File: config.mk
export PLATFORM = sky130hd
export DESIGN_NAME = wspi_queue
export DESIGN_NICKNAME = d
export VERILOG_FILES = /design/src/rtl/wheel_speed_pi_controller_core_defines.svh /design/src/rtl/wspi_pkg.sv /design/src/rtl/wspi_queue.sv
export SDC_FILE = /design/constraint.sdc
export NUM_CORES = 1
export LEC_CHECK = 0
export ABC_AREA = 1
export BUFFER_PORTS_ARGS = -buffer_cell sky130_fd_sc_hd__buf_2
export CORE_MARGIN = 2
export CORE_UTILIZATION = 42
export CTS_BUF_LIST = sky130_fd_sc_hd__clkbuf_4 sky130_fd_sc_hd__clkbuf_8
export DETAILED_ROUTE_END_ITERATION = 10
export PLACE_DENSITY = 0.73
export SETUP_SLACK_MARGIN = 0.5
export SLEW_MARGIN = 10
export SYNTH_ARGS = -nofsm -noshare
export SYNTH_HDL_FRONTEND = slang
export SYNTH_SLANG_ARGS = --single-unit
File: constraint.sdc
create_clock -name clock -period 4.5 [get_ports clock]
set_input_delay 0 -clock clock [delete_from_list [all_inputs] [get_ports clock]]
set_output_delay 0 -clock clock [all_outputs]
set_load 0.02 [all_outputs]
File: src/rtl/wheel_speed_pi_controller_core_defines.svh
// Assertion macros for the wheel speed PI controller core.
// Depends on nothing; included by files that carry concurrent checks.
`ifndef WHEEL_SPEED_PI_CONTROLLER_CORE_DEFINES_SVH
`define WHEEL_SPEED_PI_CONTROLLER_CORE_DEFINES_SVH
`ifndef SYNTHESIS
`define WSPI_ASSERT_NOW(lbl, clk, rst, ante, cons) \
   lbl: assert property (@(posedge clk) disable iff (rst) (ante) |-> (cons)) \
      else $error("wspi check failed");
`define WSPI_ASSERT_NEXT(lbl, clk, rst, ante, cons) \
   lbl: assert property (@(posedge clk) disable iff (rst) (ante) |=> (cons)) \
      else $error("wspi check failed");
`else
`define WSPI_ASSERT_NOW(lbl, clk, rst, ante, cons)
`define WSPI_ASSERT_NEXT(lbl, clk, rst, ante, cons)
`endif
`endif

File: src/rtl/wspi_pkg.sv
// Shared types and constants of the wheel speed PI controller core.
// Depends on nothing; used by every module of the block.
package wspi_pkg;

   localparam int COUNT_W    = 16;
   localparam int TARGET_W   = 32;
   localparam int TOTAL_W    = 40;
   localparam int SCALE_W    = 32;
   localparam int GAIN_W     = 24;
   localparam int ILIM_W     = 31;
   localparam int OLIM_W     = 17;
   localparam int DRIVE_W    = 18;
   localparam int VEL_W      = 32;
   localparam int DIST_W     = 48;
   localparam int MUL_W      = 33;
   localparam int PROD_W     = 2 * MUL_W;
   localparam int REQ_DATA_W = 48;
   localparam int RSP_DATA_W = 104;
   localparam int CSR_ADDR_W = 3;
   localparam int CSR_DATA_W = 32;

   localparam logic [OLIM_W-1:0] OUT_LIMIT_RESET = 17'd39322;

   typedef enum logic [CSR_ADDR_W-1:0] {
      CSR_COUNT_SCALE = 3'd0,
      CSR_KP          = 3'd1,
      CSR_KI_DT       = 3'd2,
      CSR_INTEG_LIMIT = 3'd3,
      CSR_OUT_LIMIT   = 3'd4
   } csr_index_type;

   typedef enum logic [2:0] {
      ST_IDLE,
      ST_ERR,
      ST_KP,
      ST_KI,
      ST_DLO,
      ST_DRV
   } back_state_type;

   typedef struct packed {
      logic [SCALE_W-1:0] count_scale;
      logic [GAIN_W-1:0]  kp;
      logic [GAIN_W-1:0]  ki_dt;
      logic [ILIM_W-1:0]  integ_limit;
      logic [OLIM_W-1:0]  out_limit;
   } cfg_type;

   // One queued tick: total is the count total snapshot, meaningful when take is set
   typedef struct packed {
      logic                take;
      logic [TOTAL_W-1:0]  total;
      logic [TARGET_W-1:0] target;
      logic [COUNT_W-1:0]  count;
   } item_type;

   typedef struct packed {
      logic full;
      logic empty;
   } queue_status_type;

   typedef struct packed {
      logic idle;
      logic load;
   } back_status_type;

endpackage

File: src/rtl/wspi_queue.sv
// Small register queue between the front and back ends.
// Depends on wspi_pkg for the item type.
module wspi_queue #(
   parameter int DEPTH = 2
) (
   input  logic                       clock,
   input  logic                       reset,
   input  logic                       push,
   input  wspi_pkg::item_type         push_item,
   input  logic                       pop,
   output wspi_pkg::item_type         head_item,
   output wspi_pkg::queue_status_type status
);

   localparam int PTR_W = (DEPTH > 1) ? $clog2(DEPTH) : 1;
   localparam int CNT_W = $clog2(DEPTH + 1);

   wspi_pkg::item_type mem_ff [DEPTH];
   logic [PTR_W-1:0]   wr_ptr_ff, wr_ptr_in, rd_ptr_ff, rd_ptr_in;
   logic [CNT_W-1:0]   count_ff, count_in;
   logic               do_push, do_pop;

   assign status.full  = (count_ff == CNT_W'(DEPTH));
   assign status.empty = (count_ff == '0);
   assign do_push      = push && !status.full;
   assign do_pop       = pop && !status.empty;
   assign head_item    = mem_ff[rd_ptr_ff];

   always_comb begin
      wr_ptr_in = wr_ptr_ff;
      rd_ptr_in = rd_ptr_ff;
      count_in  = count_ff;
      if (do_push) begin
         wr_ptr_in = (wr_ptr_ff == PTR_W'(DEPTH - 1)) ? '0 : wr_ptr_ff + 1'b1;
      end
      if (do_pop) begin
         rd_ptr_in = (rd_ptr_ff == PTR_W'(DEPTH - 1)) ? '0 : rd_ptr_ff + 1'b1;
      end
      if (do_push && !do_pop) begin
         count_in = count_ff + 1'b1;
      end else if (do_pop && !do_push) begin
         count_in = count_ff - 1'b1;
      end
   end

   always_ff @(posedge clock) begin
      if (reset) begin
         wr_ptr_ff <= '0;
         rd_ptr_ff <= '0;
         count_ff  <= '0;
      end else begin
         wr_ptr_ff <= wr_ptr_in;
         rd_ptr_ff <= rd_ptr_in;
         count_ff  <= count_in;
      end
   end

   always_ff @(posedge clock) begin
      if (do_push) begin
         mem_ff[wr_ptr_ff] <= push_item;
      end
   end

endmodule

==> Implementation_results.wiki <==
{| class="wikitable"
! Metric !! Value
|-
| Outcome || complete, no violations
|-
| # hold bufs at CTS || 91
|-
| Vias after detailed routing || 3835
|-
| First-pass GRT wire length || 19.9 mm
|-
| Summed instance area of the synthesized netlist || 0.00670 mm²
|-
| Number of buffers added on ports || 183
|-
| Worst Setup Slack, final || 2020 ps
|-
| Fraction of the cycle the final worst path needs || 55.1%
|-
| Final-report setup violation count || 0
|-
| Hold path startpoint || push
|-
| Post-Layout Cell Count || 829
|-
| Sum of overflow across all layers after global routing || 0
|-
| Initial antenna violation count || 0
|-
| Final HPWL DP || 7.82 mm
|-
| Critical Path Start Type || register
|-
| P per Cell Area || 495 mW/mm²
|-
| Crit. End Element || output pin
|-
| Worst path max stage delay || 900 ps
|-
| Routed via count divided by cell count || 4.63
|-
| Clk buf depth || 2
|-
| Setup repair after global routing missed its margin || no
|-
| Post-detailed-route wirelength per cell || 16.0 µm
|-
| Count of synthesis-stage warnings from yosys || 0
|-
| Headroom to the max-slew limit || 31.0%
|-
| Critical path fanouts, max || 60
|-
| Number of cell instances on the worst register-to-register path || 3
|-
| Die ar. || 0.0170 mm²
|-
| Cell-by-cell trace of the critical path || buf_4 -> mux2_2 -> buf_2
|-
| Routability Congestion || 0.688
|-
| Post-place setup slack || 2080 ps
|-
| Max_cap viols || 0
|-
| Final Hold Viols || 0
|-
| CTS resizes || 0
|-
| Area delta synth->final || 36.8%
|-
| Share of Yosys cell area claimed by the top area cell type || 79.8%
|-
| Worst Hold Class || in2reg
|-
| Number of clock buffers inserted by TritonCTS || 17
|-
| Diodes inserted || 0
|-
| Number of global-route vias before repair || 4118
|-
| Starting density of the core || 42.6%
|-
| Number of library cell types mapped by synthesis || 15
|-
| Layout net count || 694
|-
| Highest clock rate || 0.404 GHz
|-
| Setup repair bufs after CTS || 0
|-
| Cell count after placement || 706
|-
| Synth Instances || 314
|-
| Root buf cell || clkbuf_8
|-
| CTS tree || built
|-
| Number of rows created at floorplan || 46
|-
| Violation count after the first detailed-routing iteration || 169
|-
| Die Y-Extent || 130 µm
|-
| Sum of buffers and inverters on the critical path || 2
|-
| Number of max-slew violations in the final report || 0
|-
| Most frequent cells in the layout || 183 x buf_2, 178 x edfxtp_1, 91 x dlygate4sd3_1
|-
| Remaining routing DRC violations || 0
|-
| Peak supply drop || 0.249 mV
|-
| Average footprint of a synthesized cell || 21.3 µm²
|-
| Share of cells above drive strength 1 || 49.6%
|-
| Register-to-Register Setup Slack || 2110 ps
|-
| Part of the Yosys area used for sequential elements || 81.3%
|-
| Clock latency at the later pin of the worst-skew pair || 440 ps
|-
| Area leader, netlist || edfxtp_1
|-
| Critical path start-end classification || reg2out
|-
| End point of the worst hold path || wr_ptr_ff
|-
| Number of levels in the clock H-tree || 4
|-
| Horizontal extent of the die || 130 µm
|-
| Worst Path Arrival || 2480 ps
|-
| Number of synthesized register bits || 183
|-
| Setup Skew || 6.75 ps
|-
| Final worst path period need || 2480 ps
|-
| Reg2reg end || mem_ff[1][40]
|-
| Slew @ Worst Pin || 1030 ps
|-
| Reported leakage power || 3.45 nW
|-
| Clk sink count || 183
|-
| Count of boundary I/O pins || 184
|-
| Core region area || 0.0157 mm²
|-
| Required time reported for the critical path endpoint || 4500 ps
|-
| Synthesized net count || 408
|-
| Biggest area contributors in the synthesized netlist || edfxtp_1 80%, mux2_2 13%, mux2_4 2.2%, dfxtp_1 1.5%, buf_2 0.52%
|-
| Antenna viol nets, final || 0
|-
| Sum of routed wire length over all layers || 13.2 mm
|-
| Number of iterations in the first detailed-routing pass || 4
|-
| Total routing usage reported by global routing || 15.8%
|-
| Cell family contributing the most delay on the critical path || flip-flops
|-
| Pin count of the biggest net entering global routing || 61
|-
| Reg clk slew, reported paths || 90 ps
|-
| Reg-to-Reg Start || count_ff[0]
|-
| Worst hold path cell count || 4
|-
| Critical-path cell with the highest stage delay || dfxtp_4
|-
| Most common cell after layout, fill and taps aside || buf_2
|}
-- sequential cells by signal, summed over array words and instances (netlist names), named ones only --
register / cells
count_ff: 2
mem_ff: 178
rd_ptr_ff: 1
wr_ptr_ff: 1
-- synthesized netlist by cell type --
cell / instances
nor2_1: 9
nand2_1: 4
mux2_4: 10
dfxtp_1: 5
edfxtp_1: 178
buf_6: 3
mux2_2: 79
and2_1: 1
ha_1: 1
a21oi_1: 1
nand4_1: 1
inv_1: 9
o21ai_0: 5
buf_2: 7
nand3_1: 1
-- per-stage QoR --
stage | utilization (%) | instance area (µm²) | TNS (ps) | power, W | hold slack (ps)
after global routing | 58.3 | 9160 | 0 | 0.00475 | 203
after floorplan | - | 6700 | -54070 | 0.00312 | 98.9
after CTS | 58.3 | 9160 | 0 | 0.00459 | 149
after detailed placement | 50.2 | 7880 | 0 | 0.00349 | 191
final | 58.3 | 9160 | 0 | 0.00453 | 196
after global placement | 50.2 | 7880 | 0 | 0.00346 | 187
-- where the power goes --
| part | internal, W | switching (W) | leakage, nW |
|---|---|---|---|
| combinational | 0.000522 | 0.000705 | 1.57 |
| clock | 0.000483 | 0.000554 | 0.177 |
| sequential | 0.00215 | 0.000116 | 1.70 |
| total | 0.00316 | 0.00137 | 3.45 |
-- tightest hold or removal path: stages --
cell     delay [ps]
buf_2           100
o21ai_0         300
o21ai_0         130
nor2_1           80
-- metal layers --
metal	global-route usage (%)	up-vias	wire [µm]
met5	0	-	0
met1	16.4	1882	5090
li1	-	1797	-
met3	5.62	26	783
met2	28.9	130	7040
met4	6.51	0	306
-- worst max-delay path by stage --
stage,endpoint,slack [ps],cells after the start,from
after global routing,head_item[25],1840,3,register
after CTS,head_item[25],1930,3,register
after detailed placement,mem_ff[0][5],2080,3,count_ff[0]
final,head_item[25],2020,3,register
after floorplan,mem_ff[0][0],-300,2,count_ff[0]
after global placement,mem_ff[0][5],2210,3,count_ff[0]
-- cell families (layout without fill, tap and decap cells) --
family	Yosys count	in the layout	synth area share, %
fa+ha+maj	1	1	0.187
flops	183	183	81.3
buf+inv	19	318	1.53
mux	89	89	15.5
simple gates	16	16	0.990
compound gates	6	6	0.448
-- final cells by class --
class	count	area, µm²
Tap cell	216	270
Timing Repair Buffer	277	1870
Clock buffer	17	234
Multi-Input combinational cell	112	1160
Sequential cell	183	5450
Clock inverter	15	136
Fill cell	1200	6550
Inverter	9	33.8
(Power assumes the default switching activity.)
